### config.mk
export PLATFORM = sky130hd
export DESIGN_NAME = nearest_downscale_to_gray_top
export DESIGN_NICKNAME = d
export VERILOG_FILES = /design/src/hdl/ndg_pkg.sv /design/src/hdl/ndg_luma.sv /design/src/hdl/ndg_core.sv /design/src/hdl/nearest_downscale_to_gray_top.sv
export SDC_FILE = /design/constraint.sdc
export NUM_CORES = 1
export LEC_CHECK = 0
export ABC_AREA = 1
export BUFFER_PORTS_ARGS = -buffer_cell sky130_fd_sc_hd__buf_2
export CORE_ASPECT_RATIO = 0.8
export CORE_MARGIN = 5
export CORE_UTILIZATION = 54
export CTS_BUF_LIST = sky130_fd_sc_hd__clkbuf_8 sky130_fd_sc_hd__clkbuf_16
export DETAILED_ROUTE_END_ITERATION = 10
export PLACE_DENSITY = 0.79
export SETUP_SLACK_MARGIN = 0.05
export SLEW_MARGIN = 15
export SYNTH_ARGS = -nofsm -noshare
export SYNTH_HDL_FRONTEND = slang
export SYNTH_HIERARCHICAL = 1
export SYNTH_SLANG_ARGS = --single-unit
### constraint.sdc
create_clock -name aclk -period 15.2 [get_ports aclk]
set_input_delay 2.28 -clock aclk [delete_from_list [all_inputs] [get_ports aclk]]
set_output_delay 2.28 -clock aclk [all_outputs]
set_load 0.02 [all_outputs]
### src/hdl/ndg_pkg.sv
// ----------------------------------------------------------------------------
// ndg_pkg
// Shared types, widths and codes for the nearest-neighbor downscaler that
// turns an RGB pixel stream into sampled gray values.
// ----------------------------------------------------------------------------
package ndg_pkg;

    // Field widths
    localparam int SRC_DIM_W  = 12;
    localparam int FMT_W      = 2;
    localparam int PIX_W      = 24;
    localparam int GRAY_W     = 8;
    localparam int OUT_X_W    = 8;
    localparam int OUT_Y_W    = 7;
    localparam int M_TDATA_W  = 24;
    localparam int CFG_IDX_W  = 2;
    localparam int CFG_DATA_W = 12;

    // Output frame size defaults
    localparam int OUT_WIDTH_DEF  = 160;
    localparam int OUT_HEIGHT_DEF = 120;

    // Pixel format codes
    localparam logic [FMT_W-1:0] FMT_RGB565 = 2'd0;
    localparam logic [FMT_W-1:0] FMT_RGB888 = 2'd1;

    // Register indexes
    localparam logic [CFG_IDX_W-1:0] REG_SRC_WIDTH    = 2'd0;
    localparam logic [CFG_IDX_W-1:0] REG_SRC_HEIGHT   = 2'd1;
    localparam logic [CFG_IDX_W-1:0] REG_PIXEL_FORMAT = 2'd2;

    // Reset values of the registers
    localparam logic [SRC_DIM_W-1:0] SRC_WIDTH_RST  = 12'd320;
    localparam logic [SRC_DIM_W-1:0] SRC_HEIGHT_RST = 12'd240;

    // Luma weights
    localparam logic [7:0] W_RED   = 8'd77;
    localparam logic [7:0] W_GREEN = 8'd150;
    localparam logic [7:0] W_BLUE  = 8'd29;

    typedef struct packed {
        logic [SRC_DIM_W-1:0] src_width;
        logic [SRC_DIM_W-1:0] src_height;
        logic [FMT_W-1:0]     pixel_format;
    } cfg_t;

    typedef struct packed {
        logic [PIX_W-1:0] pixel_word;
        logic             frame_start;
    } pix_item_t;

endpackage

### src/hdl/ndg_luma.sv
// ----------------------------------------------------------------------------
// ndg_luma
// Gray value of one pixel: (77R + 150G + 29B) >> 8. RGB565 channels are
// widened to 8 bits by left shifts first.
// ----------------------------------------------------------------------------
module ndg_luma (
    input  logic [ndg_pkg::PIX_W-1:0]  pixel_word,
    input  logic [ndg_pkg::FMT_W-1:0]  pixel_format,
    output logic [ndg_pkg::GRAY_W-1:0] gray
);

    logic [7:0]  red;
    logic [7:0]  green;
    logic [7:0]  blue;
    logic [15:0] sum;

    // Channel unpack
    always_comb begin
        if (pixel_format == ndg_pkg::FMT_RGB565) begin
            red   = {pixel_word[15:11], 3'b000};
            green = {pixel_word[10:5], 2'b00};
            blue  = {pixel_word[4:0], 3'b000};
        end else begin
            red   = pixel_word[23:16];
            green = pixel_word[15:8];
            blue  = pixel_word[7:0];
        end
    end

    // Weighted sum, max 256*255 so 16 bits hold it
    assign sum = 16'(red * ndg_pkg::W_RED) + 16'(green * ndg_pkg::W_GREEN)
               + 16'(blue * ndg_pkg::W_BLUE);
    assign gray = sum[15:8];

endmodule

### src/hdl/ndg_core.sv
// ----------------------------------------------------------------------------
// ndg_core
// Source/output position tracking and the result register. Sampling test
// floor(acc/OUT) == src is done as src*OUT <= acc < src*OUT + OUT, with
// src*OUT kept as a running base register.
// ----------------------------------------------------------------------------
module ndg_core #(
    parameter int OUT_WIDTH  = ndg_pkg::OUT_WIDTH_DEF,
    parameter int OUT_HEIGHT = ndg_pkg::OUT_HEIGHT_DEF
) (
    input  logic                          aclk,
    input  logic                          aresetn,
    input  logic                          step,
    input  ndg_pkg::pix_item_t            item,
    input  ndg_pkg::cfg_t                 cfg,
    output logic                          res_ready,
    output logic                          m_tvalid,
    input  logic                          m_tready,
    output logic [ndg_pkg::M_TDATA_W-1:0] m_tdata,   // gray, out_x, out_y, zero pad
    output logic                          m_tlast,   // frame_done
    output logic                          m_tuser    // error
);

    localparam int SW     = ndg_pkg::SRC_DIM_W;
    localparam int OCOL_W = $clog2(OUT_WIDTH + 1);
    localparam int OROW_W = $clog2(OUT_HEIGHT + 1);
    localparam int CACC_W = $clog2(OUT_WIDTH * (2 ** SW));
    localparam int RACC_W = $clog2(OUT_HEIGHT * (2 ** SW));

    localparam logic [OCOL_W-1:0] OW_C  = OCOL_W'(OUT_WIDTH);
    localparam logic [OROW_W-1:0] OH_C  = OROW_W'(OUT_HEIGHT);
    localparam logic [CACC_W-1:0] OW_A  = CACC_W'(OUT_WIDTH);
    localparam logic [RACC_W-1:0] OH_A  = RACC_W'(OUT_HEIGHT);
    localparam logic [SW-1:0]     OW_S  = SW'(OUT_WIDTH);
    localparam logic [SW-1:0]     OH_S  = SW'(OUT_HEIGHT);

    // Counter state
    logic [SW-1:0]     src_col_reg,  src_col_next;
    logic [SW-1:0]     src_row_reg,  src_row_next;
    logic [OCOL_W-1:0] out_col_reg,  out_col_next;
    logic [OROW_W-1:0] out_row_reg,  out_row_next;
    logic [CACC_W-1:0] col_acc_reg,  col_acc_next;
    logic [RACC_W-1:0] row_acc_reg,  row_acc_next;
    logic [CACC_W-1:0] col_base_reg, col_base_next;
    logic [RACC_W-1:0] row_base_reg, row_base_next;
    logic              dropped_reg,  dropped_next;

    // Result register
    logic                        res_valid_reg;
    logic [ndg_pkg::GRAY_W-1:0]  res_gray_reg;
    logic [ndg_pkg::OUT_X_W-1:0] res_x_reg;
    logic [ndg_pkg::OUT_Y_W-1:0] res_y_reg;
    logic                        res_done_reg;
    logic                        res_err_reg;

    // Counters as seen by this item (frame start restarts them)
    logic [SW-1:0]     e_src_col, e_src_row;
    logic [OCOL_W-1:0] e_out_col;
    logic [OROW_W-1:0] e_out_row;
    logic [CACC_W-1:0] e_col_acc, e_col_base;
    logic [RACC_W-1:0] e_row_acc, e_row_base;
    logic              e_dropped;

    logic              setup_ok, live, row_sel, col_sel, emit, err_out, col_wrap;
    logic [CACC_W:0]   col_diff;
    logic [RACC_W:0]   row_diff;
    logic [SW-1:0]     src_col_inc;
    logic [ndg_pkg::GRAY_W-1:0] gray;

    assign e_src_col  = item.frame_start ? '0 : src_col_reg;
    assign e_src_row  = item.frame_start ? '0 : src_row_reg;
    assign e_out_col  = item.frame_start ? '0 : out_col_reg;
    assign e_out_row  = item.frame_start ? '0 : out_row_reg;
    assign e_col_acc  = item.frame_start ? '0 : col_acc_reg;
    assign e_row_acc  = item.frame_start ? '0 : row_acc_reg;
    assign e_col_base = item.frame_start ? '0 : col_base_reg;
    assign e_row_base = item.frame_start ? '0 : row_base_reg;
    assign e_dropped  = item.frame_start ? 1'b0 : dropped_reg;

    // Setup check and selection tests
    assign setup_ok = (cfg.pixel_format == ndg_pkg::FMT_RGB565 ||
                       cfg.pixel_format == ndg_pkg::FMT_RGB888) &&
                      cfg.src_width >= OW_S && cfg.src_height >= OH_S;
    assign live     = setup_ok && !e_dropped && (e_src_row < cfg.src_height);
    assign row_diff = {1'b0, e_row_acc} - {1'b0, e_row_base};
    assign col_diff = {1'b0, e_col_acc} - {1'b0, e_col_base};
    assign row_sel  = (e_out_row < OH_C) && !row_diff[RACC_W] &&
                      (row_diff[RACC_W-1:0] < OH_A);
    assign col_sel  = (e_out_col < OW_C) && !col_diff[CACC_W] &&
                      (col_diff[CACC_W-1:0] < OW_A);
    assign emit     = live && row_sel && col_sel;
    assign err_out  = !setup_ok && item.frame_start;

    assign src_col_inc = e_src_col + 1'b1;
    assign col_wrap    = src_col_inc >= cfg.src_width;

    ndg_luma u_luma (
        .pixel_word   (item.pixel_word),
        .pixel_format (cfg.pixel_format),
        .gray         (gray)
    );

    // Next counter state
    always_comb begin
        src_col_next  = src_col_reg;
        src_row_next  = src_row_reg;
        out_col_next  = out_col_reg;
        out_row_next  = out_row_reg;
        col_acc_next  = col_acc_reg;
        row_acc_next  = row_acc_reg;
        col_base_next = col_base_reg;
        row_base_next = row_base_reg;
        dropped_next  = dropped_reg;
        if (step) begin
            src_col_next  = e_src_col;
            src_row_next  = e_src_row;
            out_col_next  = e_out_col;
            out_row_next  = e_out_row;
            col_acc_next  = e_col_acc;
            row_acc_next  = e_row_acc;
            col_base_next = e_col_base;
            row_base_next = e_row_base;
            dropped_next  = e_dropped;
            if (!setup_ok) begin
                dropped_next = 1'b1;
            end else if (live) begin
                if (emit) begin
                    out_col_next = e_out_col + 1'b1;
                    col_acc_next = e_col_acc + CACC_W'(cfg.src_width);
                end
                if (col_wrap) begin
                    src_col_next  = '0;
                    col_base_next = '0;
                    src_row_next  = e_src_row + 1'b1;
                    row_base_next = e_row_base + OH_A;
                    if (row_sel) begin
                        out_row_next = e_out_row + 1'b1;
                        row_acc_next = e_row_acc + RACC_W'(cfg.src_height);
                        out_col_next = '0;
                        col_acc_next = '0;
                    end
                end else begin
                    src_col_next  = src_col_inc;
                    col_base_next = e_col_base + OW_A;
                end
            end
        end
    end

    always_ff @(posedge aclk) begin
        if (!aresetn) begin
            src_col_reg  <= '0;
            src_row_reg  <= '0;
            out_col_reg  <= '0;
            out_row_reg  <= '0;
            col_acc_reg  <= '0;
            row_acc_reg  <= '0;
            col_base_reg <= '0;
            row_base_reg <= '0;
            dropped_reg  <= 1'b0;
        end else begin
            src_col_reg  <= src_col_next;
            src_row_reg  <= src_row_next;
            out_col_reg  <= out_col_next;
            out_row_reg  <= out_row_next;
            col_acc_reg  <= col_acc_next;
            row_acc_reg  <= row_acc_next;
            col_base_reg <= col_base_next;
            row_base_reg <= row_base_next;
            dropped_reg  <= dropped_next;
        end
    end

    // Result register: valid flag
    always_ff @(posedge aclk) begin
        if (!aresetn) begin
            res_valid_reg <= 1'b0;
        end else if (step) begin
            res_valid_reg <= emit || err_out;
        end else if (m_tready) begin
            res_valid_reg <= 1'b0;
        end
    end

    // Result register: payload
    always_ff @(posedge aclk) begin
        if (step) begin
            res_err_reg  <= err_out;
            res_gray_reg <= emit ? gray : '0;
            res_x_reg    <= emit ? ndg_pkg::OUT_X_W'(e_out_col) : '0;
            res_y_reg    <= emit ? ndg_pkg::OUT_Y_W'(e_out_row) : '0;
            res_done_reg <= emit && (e_out_col == OW_C - 1'b1) &&
                            (e_out_row == OH_C - 1'b1);
        end
    end

    assign res_ready = !res_valid_reg || m_tready;
    assign m_tvalid  = res_valid_reg;
    assign m_tdata   = {1'b0, res_y_reg, res_x_reg, res_gray_reg};
    assign m_tlast   = res_done_reg;
    assign m_tuser   = res_err_reg;

    // Checks
    a_err_payload: assert property (@(posedge aclk) disable iff (!aresetn)
        res_valid_reg && res_err_reg |-> res_gray_reg == '0 && res_x_reg == '0 &&
        res_y_reg == '0 && !res_done_reg)
        else $error("error result carries nonzero payload");

    a_out_col_range: assert property (@(posedge aclk) disable iff (!aresetn)
        out_col_reg <= OW_C)
        else $error("output column past frame width");

    a_out_row_range: assert property (@(posedge aclk) disable iff (!aresetn)
        out_row_reg <= OH_C)
        else $error("output row past frame height");

    a_restart: assert property (@(posedge aclk) disable iff (!aresetn)
        step && item.frame_start && setup_ok |=> !dropped_reg)
        else $error("valid frame start left frame dropped");

    a_bad_setup: assert property (@(posedge aclk) disable iff (!aresetn)
        step && !setup_ok |=> dropped_reg && !(res_valid_reg && !res_err_reg))
        else $error("invalid setup produced a pixel result");

endmodule

### src/hdl/nearest_downscale_to_gray_top.sv
// ----------------------------------------------------------------------------
// nearest_downscale_to_gray_top
// Nearest-neighbor downscaler of a raster RGB565/RGB888 stream to a gray
// image of OUT_WIDTH x OUT_HEIGHT, one sampled gray value per result.
//
//   channel | dir | tdata                       | tuser       | tlast
//   --------+-----+-----------------------------+-------------+-----------
//   s_      | in  | pixel_word[23:0]            | frame_start | -
//   m_      | out | gray[7:0] out_x[15:8]       | error       | frame_done
//           |     | out_y[22:16], bit 23 zero   |             |
//   cfg_    | in  | write port: src_width, src_height, pixel_format
//
// One pixel per cycle sustained while the result is not stalled; an input
// transfer reaches its result through the input register, then the counter
// update into the result register. A stalled result holds the result register;
// one more pixel waits in the input register before s_tready drops.
// Reset is synchronous, active low; registers return to 320 x 240 RGB565.
// ----------------------------------------------------------------------------
module nearest_downscale_to_gray_top #(
    parameter int OUT_WIDTH  = ndg_pkg::OUT_WIDTH_DEF,
    parameter int OUT_HEIGHT = ndg_pkg::OUT_HEIGHT_DEF
) (
    input  logic                           aclk,
    input  logic                           aresetn,
    // Configuration write port
    input  logic                           cfg_we,
    input  logic [ndg_pkg::CFG_IDX_W-1:0]  cfg_index,
    input  logic [ndg_pkg::CFG_DATA_W-1:0] cfg_wdata,
    // Pixel input
    input  logic                           s_tvalid,
    output logic                           s_tready,
    input  logic [ndg_pkg::PIX_W-1:0]      s_tdata,   // pixel_word
    input  logic                           s_tuser,   // frame_start
    // Gray output
    output logic                           m_tvalid,
    input  logic                           m_tready,
    output logic [ndg_pkg::M_TDATA_W-1:0]  m_tdata,   // gray, out_x, out_y, zero pad
    output logic                           m_tlast,   // frame_done
    output logic                           m_tuser    // error
);

    ndg_pkg::cfg_t      cfg_reg;
    ndg_pkg::pix_item_t in_item_reg;
    logic               in_valid_reg;
    logic               res_ready;
    logic               step;
    logic               load;

    // Configuration registers
    always_ff @(posedge aclk) begin
        if (!aresetn) begin
            cfg_reg.src_width    <= ndg_pkg::SRC_WIDTH_RST;
            cfg_reg.src_height   <= ndg_pkg::SRC_HEIGHT_RST;
            cfg_reg.pixel_format <= ndg_pkg::FMT_RGB565;
        end else if (cfg_we) begin
            case (cfg_index)
                ndg_pkg::REG_SRC_WIDTH:    cfg_reg.src_width  <= cfg_wdata;
                ndg_pkg::REG_SRC_HEIGHT:   cfg_reg.src_height <= cfg_wdata;
                ndg_pkg::REG_PIXEL_FORMAT: begin
                    cfg_reg.pixel_format <= cfg_wdata[ndg_pkg::FMT_W-1:0];
                end
                default: ;
            endcase
        end
    end

    // Input register
    assign step     = in_valid_reg && res_ready;
    assign s_tready = !in_valid_reg || res_ready;
    assign load     = s_tvalid && s_tready;

    always_ff @(posedge aclk) begin
        if (!aresetn) begin
            in_valid_reg <= 1'b0;
        end else if (load) begin
            in_valid_reg <= 1'b1;
        end else if (step) begin
            in_valid_reg <= 1'b0;
        end
    end

    always_ff @(posedge aclk) begin
        if (load) begin
            in_item_reg.pixel_word  <= s_tdata;
            in_item_reg.frame_start <= s_tuser;
        end
    end

    ndg_core #(
        .OUT_WIDTH  (OUT_WIDTH),
        .OUT_HEIGHT (OUT_HEIGHT)
    ) u_core (
        .aclk      (aclk),
        .aresetn   (aresetn),
        .step      (step),
        .item      (in_item_reg),
        .cfg       (cfg_reg),
        .res_ready (res_ready),
        .m_tvalid  (m_tvalid),
        .m_tready  (m_tready),
        .m_tdata   (m_tdata),
        .m_tlast   (m_tlast),
        .m_tuser   (m_tuser)
    );

endmodule
Word level (Yosys, flattened, before mapping)
Index checks and enable logic that the tools add are counted.
{"block": "word_totals", "reg_bits": 196, "latchBits": 0, "mem_bits_rw": 0, "rom_bits": 0, "inputBits": 44, "out_inout_bits": 28, "wordCells": 128, "memories": 0}
{"block": "op_classes", "add_sub_neg": 12, "multipliers": 3, "div": 0, "n_lt_le_gt_ge": 8, "eq_ne": 5, "shift": 0, "muxes": 47, "n_bitwise": 0, "reduce_logical": 32}
{"op": "two-way mux 20 bit", "count": 10}
{"op": "two-way mux 19 bit", "count": 9}
{"op": "two-way mux 12 bit", "count": 8}
{"op": "two-way mux 8 bit", "count": 9}
{"op": "two-way mux 7 bit", "count": 5}
{"op": "multiplier 8 x 7 -> 15 bit (second input constant)", "count": 2}
{"op": "adder 12 x 1 -> 12 bit (second input constant)", "count": 2}
{"op": "subtractor 20 x 20 -> 21 bit", "count": 1}
{"op": "adder 20 x 12 -> 20 bit", "count": 1}
{"op": "adder 20 x 8 -> 20 bit (second input constant)", "count": 1}
{"op": "less-than comparator 20 x 8 -> 1 bit (second input constant)", "count": 1}
{"op": "subtractor 19 x 19 -> 20 bit", "count": 1}
{"op": "adder 19 x 12 -> 19 bit", "count": 1}
{"op": "adder 19 x 7 -> 19 bit (second input constant)", "count": 1}
{"op": "less-than comparator 19 x 7 -> 1 bit (second input constant)", "count": 1}
{"op": "adder 15 x 16 -> 16 bit", "count": 1}
{"op": "adder 16 x 13 -> 16 bit", "count": 1}
{"op": "logical AND 1 bit", "count": 15}
{"op": "multiplier 8 x 5 -> 13 bit (second input constant)", "count": 1}
{"op": ">= comparator 12 bit", "count": 1}
{"op": ">= comparator 12 x 7 -> 1 bit (second input constant)", "count": 1}
{"op": ">= comparator 12 x 8 -> 1 bit (second input constant)", "count": 1}
{"op": "less-than comparator 12 bit", "count": 1}
{"op": "adder 8 x 1 -> 8 bit (second input constant)", "count": 1}
{"op": "13 further kinds", "count": 31}

Depth between registers and ports, before layout
{"block": "depth", "depth_word": 13, "depth_mapped": 33, "depth_no_buf": 32}

Hierarchy
Netlist, hierarchy kept.
{"mod": "ndg_core", "instances": 1, "cells_each": 1984, "area_per_inst_um2": 12299.3, "seq_area_each_um2": 3133.0}
{"mod": "ndg_luma", "instances": 1, "cells_each": 492, "area_per_inst_um2": 3704.8, "seq_area_each_um2": 0.0}
{"mod": "nearest_downscale_to_gray_top", "instances": 1, "cells_each": 193, "area_per_inst_um2": 1886.8, "seq_area_each_um2": 1291.2}

Worst setup path before layout
OpenSTA, ideal clock, no wires.
{"block": "synth_timing", "path_type": "flip-flop to flip-flop", "startpoint": "register, netlist name cfg_reg[1]", "endpoint": "register u_core/res_gray_reg[6] (netlist name) (data pin)", "setup_time_ns": 0.256, "t_arrival_ns": 6.483, "required_ns": 14.944, "path_slack_ns": 8.462, "path_stages_with_launch": 32, "path_buffers": 2, "period_less_slack_ns": 6.738, "cell_sequence": "dfxtp_1 -> nor2_2 -> buf_4 -> inv_1 -> buf_2 -> o21ai_0 -> ha_1 -> ha_1 -> inv_1 -> fa_1 -> fa_1 -> inv_1 -> ha_1 -> nand2_1 -> inv_1 -> a21oi_1 -> xnor2_1 -> ha_1 -> fa_1 -> inv_1 -> fa_1 -> fa_1 -> inv_1 -> ha_1 -> a21o_1 -> o21bai_1 -> a21oi_1 -> nand2_1 -> nand2_1 -> nand2_1 -> inv_1 -> nor2_1"}
{"block": "synth_between", "elab_cells_between_ends": 17, "classes_between": "add/sub: 2; mul: 3; eq/ne: 1; mux: 3; reduce/logical: 8"}
{"element": "logical NOT 2 bit *", "line_no": "ndg_luma.sv:19", "source": "if (pixel_format == ndg_pkg::FMT_RGB565) begin"}
{"element": "two-way mux 8 bit", "line_no": "ndg_luma.sv:19"}
{"element": "multiplier 8 x 7 -> 15 bit", "line_no": "ndg_luma.sv:31", "source": "assign sum = 16'(red * ndg_pkg::W_RED) + 16'(green * ndg_pkg::W_GREEN)"}
{"element": "adder 15 x 16 -> 16 bit", "line_no": "ndg_luma.sv:31"}
{"element": "adder 16 x 13 -> 16 bit *", "line_no": "ndg_luma.sv:32", "source": "+ 16'(blue * ndg_pkg::W_BLUE);"}
{"element": "via u_core.gray (one bit)", "line_no": "ndg_core.sv:68", "source": "logic [ndg_pkg::GRAY_W-1:0] gray;"}
{"element": "to (signal assigned)", "line_no": "ndg_core.sv:189", "source": "res_gray_reg <= emit ? gray : '0;"}
{"element": "to (decl)", "line_no": "ndg_core.sv:50", "source": "logic [ndg_pkg::GRAY_W-1:0] res_gray_reg;"}
The timed path passes the listed nets; every way through them passes the cells marked *.
A chain may end at the register's enable or synchronous reset.

Worst setup path in the final report
{"block": "layout_timing", "startpoint": "register, netlist name cfg_reg[1]", "endpoint": "register u_core/res_gray_reg[6] (netlist name) (data pin)"}
{"block": "layout_between", "elab_cells_between_ends": 17, "classes_between": "add/sub: 2; mul: 3; eq/ne: 1; mux: 3; reduce/logical: 8"}
{"element": "logical NOT 2 bit *", "line_no": "ndg_luma.sv:19"}
{"element": "two-way mux 8 bit", "line_no": "ndg_luma.sv:19"}
{"element": "multiplier 8 x 7 -> 15 bit", "line_no": "ndg_luma.sv:31"}
{"element": "adder 15 x 16 -> 16 bit", "line_no": "ndg_luma.sv:31"}
{"element": "adder 16 x 13 -> 16 bit *", "line_no": "ndg_luma.sv:32"}
{"element": "via u_core.gray (one bit)", "line_no": "ndg_core.sv:68"}
Marks and branches as above.

==> metrics.md <==
| Metric | Value |
|---|---|
| F_max | 134 MHz |
| Final GP Congestion | 0.957 |
| CP Data Required Time | 15.41 ns |
| Total wire length | 49000 µm |
| Sequential share of the synthesized area | 24.7% |
| Worst setup EP type | flop |
| Syn. warnings | 6 |
| # diodes | 0 |
| Slack of the worst reg-to-reg path | 7.74 ns |
| Initial drt markers | 1402 |
| Seq cells post-synth | 196 |
| Tcrit/Tclk final | 49.1% |
| Clock power frac | 14.6% |
| Bufs on Longest Clock Path | 2 |
| Max reg flops | 26 |
| Post-Syn Area | 17900 µm² |
| Synthesized area per cell | 6.70 µm² |
| Drt drc | 0 |
| Top cells by area, synth | dfxtp_1 16%, nand2_1 13%, ha_1 12% |
| Mapped Nets | 2934 |
| Status | finished, final reports clean |
| Skew-Pair Late Insertion Delay | 0.46 ns |
| # IOs | 72 |
| Num CTS Buffers | 17 |
| CTS sink cnt | 196 |
| Share of layout cells above drive strength 1 | 6.79% |
| Overall power | 3.13 mW |
| Area share of the largest cell type after synthesis | 16.3% |
| Vias in the first global route | 16.4k |
| Sum Neg Setup Slack | 0 ns |
| Worst hold path type | flop to flop |
| Combinational share of power | 67.5% |
| Relative slew slack | 29.9% |
| Die area | 36900 µm² |
| Post-synth ARST share | 0% |
| Clock Skew | 0.0149 ns |
| Pre-antenna DRT Iters | 6 |
| Critical path peak fanout | 29 |
| Pre-CTS setup slack | 7.78 ns |
| Most frequent cell after synthesis | nand2_1 |
| Final setup viols | 0 |
| Nets | 2960 |
| Slew @ Worst Pin | 1.04 ns |
| Top cells by count, synth | 627 x nand2_1, 450 x inv_1, 307 x nor2_1, 202 x a21oi_1, 176 x nand3_1 |
| Unrepaired setup endpoints after global routing | false |
| Post-CTS sizing | 0 |
| Filler cell count | 3107 |
| Die X | 214 µm |
| Final Hold Fails | 0 |
| CP Launch Type | flop |
| Starting density of the core | 54.8% |
| Post-CTS setup buffers | 0 |
| Cells after Synth | 2669 |
| Buffers and inverters on the worst path | 8 |
| EDFF count, synth | 50 |
| DP Wirelength | 37900 µm |
| DR vias | 17.2k |
| Internal power | 1.55 mW |
| CTS tree | yes |
| Final WS setup | 7.74 ns |
| CP top delay family | adder cells |
| Layout area overhead | 6.61% |
| Overall routing resource usage | 26.5% |
| Top_reg_cell synth | dfxtp_1 |
| Switching share of power | 50.3% |
| Kind of critical path | flop to flop |
| Port buffer count | 70 |
| Peak per-stage delay on the critical path | 0.59 ns |
| Total of max-cap violations | 0 |
| Period minus WS final | 7.46 ns |
| Initial antenna violation count | 1 |
| Top cell by count, worst path | inv_1 |
| Pwr dens | 164 nW/µm² |
| Wire length per cell | 15.6 µm |
| Sequential power share | 17.9% |
| Maximum VDD drop | 0.311 mV |
| Net Sw Power | 1.58 mW |
| Hold buffer count at cts | 0 |
| Worst-path clk slew | 0.08 ns |
| Post-synth top area cell | dfxtp_1 |
| Static Leak | 9.69 nW |
| Library cells used by synthesis | 61 |
| FP Rows | 59 |
| Die H | 173 µm |
| First-pass GRT wire length | 81000 µm |
| H-tree depth | 4 |
| Slew Limit Fails | 0 |
| Slowest CP cell | o21ai_0 |
| Post-DR vias/cell | 5.50 |
| Clk root buf | clkbuf_16 |
| Largest net degree at the start of global routing | 85 |
| Worst Path Arrival | 7.67 ns |
| Core box area | 32600 µm² |
| Remaining global-route overflow | 0 |
| Antenna viol nets, final | 0 |
## tightest hold or removal path: stages (launching register included)
cell and delay (ns):
dfxtp_1 0.31, nand2_1 0.05, nor2_1 0.03
## through the flow
step                      area (µm²)  hold slack, ns  util (%)  std cells
final                          19100           0.434      58.5       3135
after global routing           19100           0.453      58.5       3135
after CTS                      19100           0.436      58.5       3135
after detailed placement       18500           0.425      56.7       3103
after global placement         18500           0.422      56.7       3103
after floorplan                17900           0.415         -       2669
## placed cells by master, fill, tap and decap left out, drive strengths merged, types with 13 or more instances in the layout
master and instances:
nand2 640, inv 466, nor2 327, a21oi 202
nand3 186, ha 165, dfxtp 146, o21ai 103
buf 82, fa 56, nand4 55, edfxtp 50
nor3 48, xor2 37, clkbuf 18, xnor2 13
nand3b 13
## area by class of cell
| class | count | area [µm²] | share of cell area, % |
|---|---|---|---|
| well taps | 427 | 534 | 2.80 |
| repair buffers | 82 | 440 | 2.31 |
| multi-input cells | 1940 | 11400 | 59.6 |
| flip-flops and latches | 196 | 4420 | 23.2 |
| clock buffers | 18 | 439 | 2.30 |
| clock inverters | 14 | 135 | 0.708 |
| inverters | 458 | 1720 | 9.04 |
## layer usage
metal	up-vias	part of all wire [%]	GRT usage, %
met5	-	0	0
met3	93	6.9	3.95
met4	0	2.5	7.55
li1	8648	-	-
met2	561	45	42.5
met1	7925	46	37.3
## power groups by stage
stage / clock, mW / sequential (mW) / combinational [mW]
final: 0.457 / 0.560 / 2.11
after global routing: 0.489 / 0.562 / 2.44
after CTS: 0.465 / 0.560 / 2.12
after detailed placement: 0 / 0.572 / 2.10
after global placement: 0 / 0.572 / 2.08
after floorplan: 0 / 0.570 / 1.67
## worst paths after layout
| path | startpoint | cells after the start | end |
|---|---|---|---|
| worst max-delay path | cfg_reg[1] | 30 | u_core/res_gray_reg[6] |
| worst min-delay path | u_core/row_base_reg[2] | 2 | u_core/row_base_reg[2] |
| worst max register to register | cfg_reg[1] | 30 | u_core/res_gray_reg[6] |
| worst min register to register | u_core/row_base_reg[2] | 2 | u_core/row_base_reg[2] |
## cell families (layout without fill, tap and decap cells)
family / after synthesis / after routing / share of synthesized area (%)
AOI/OAI and AO/OA: 372 / 372 / 11.4
buffers and inverters: 533 / 572 / 11.7
and+or+nand+nor: 1296 / 1296 / 31.9
adders and majority gates: 221 / 221 / 17.8
other: 1 / 1 / 0.0210
xor gates and xnor gates: 50 / 50 / 2.45
DFF: 196 / 196 / 24.7
Power figures use the tool's default switching activity.
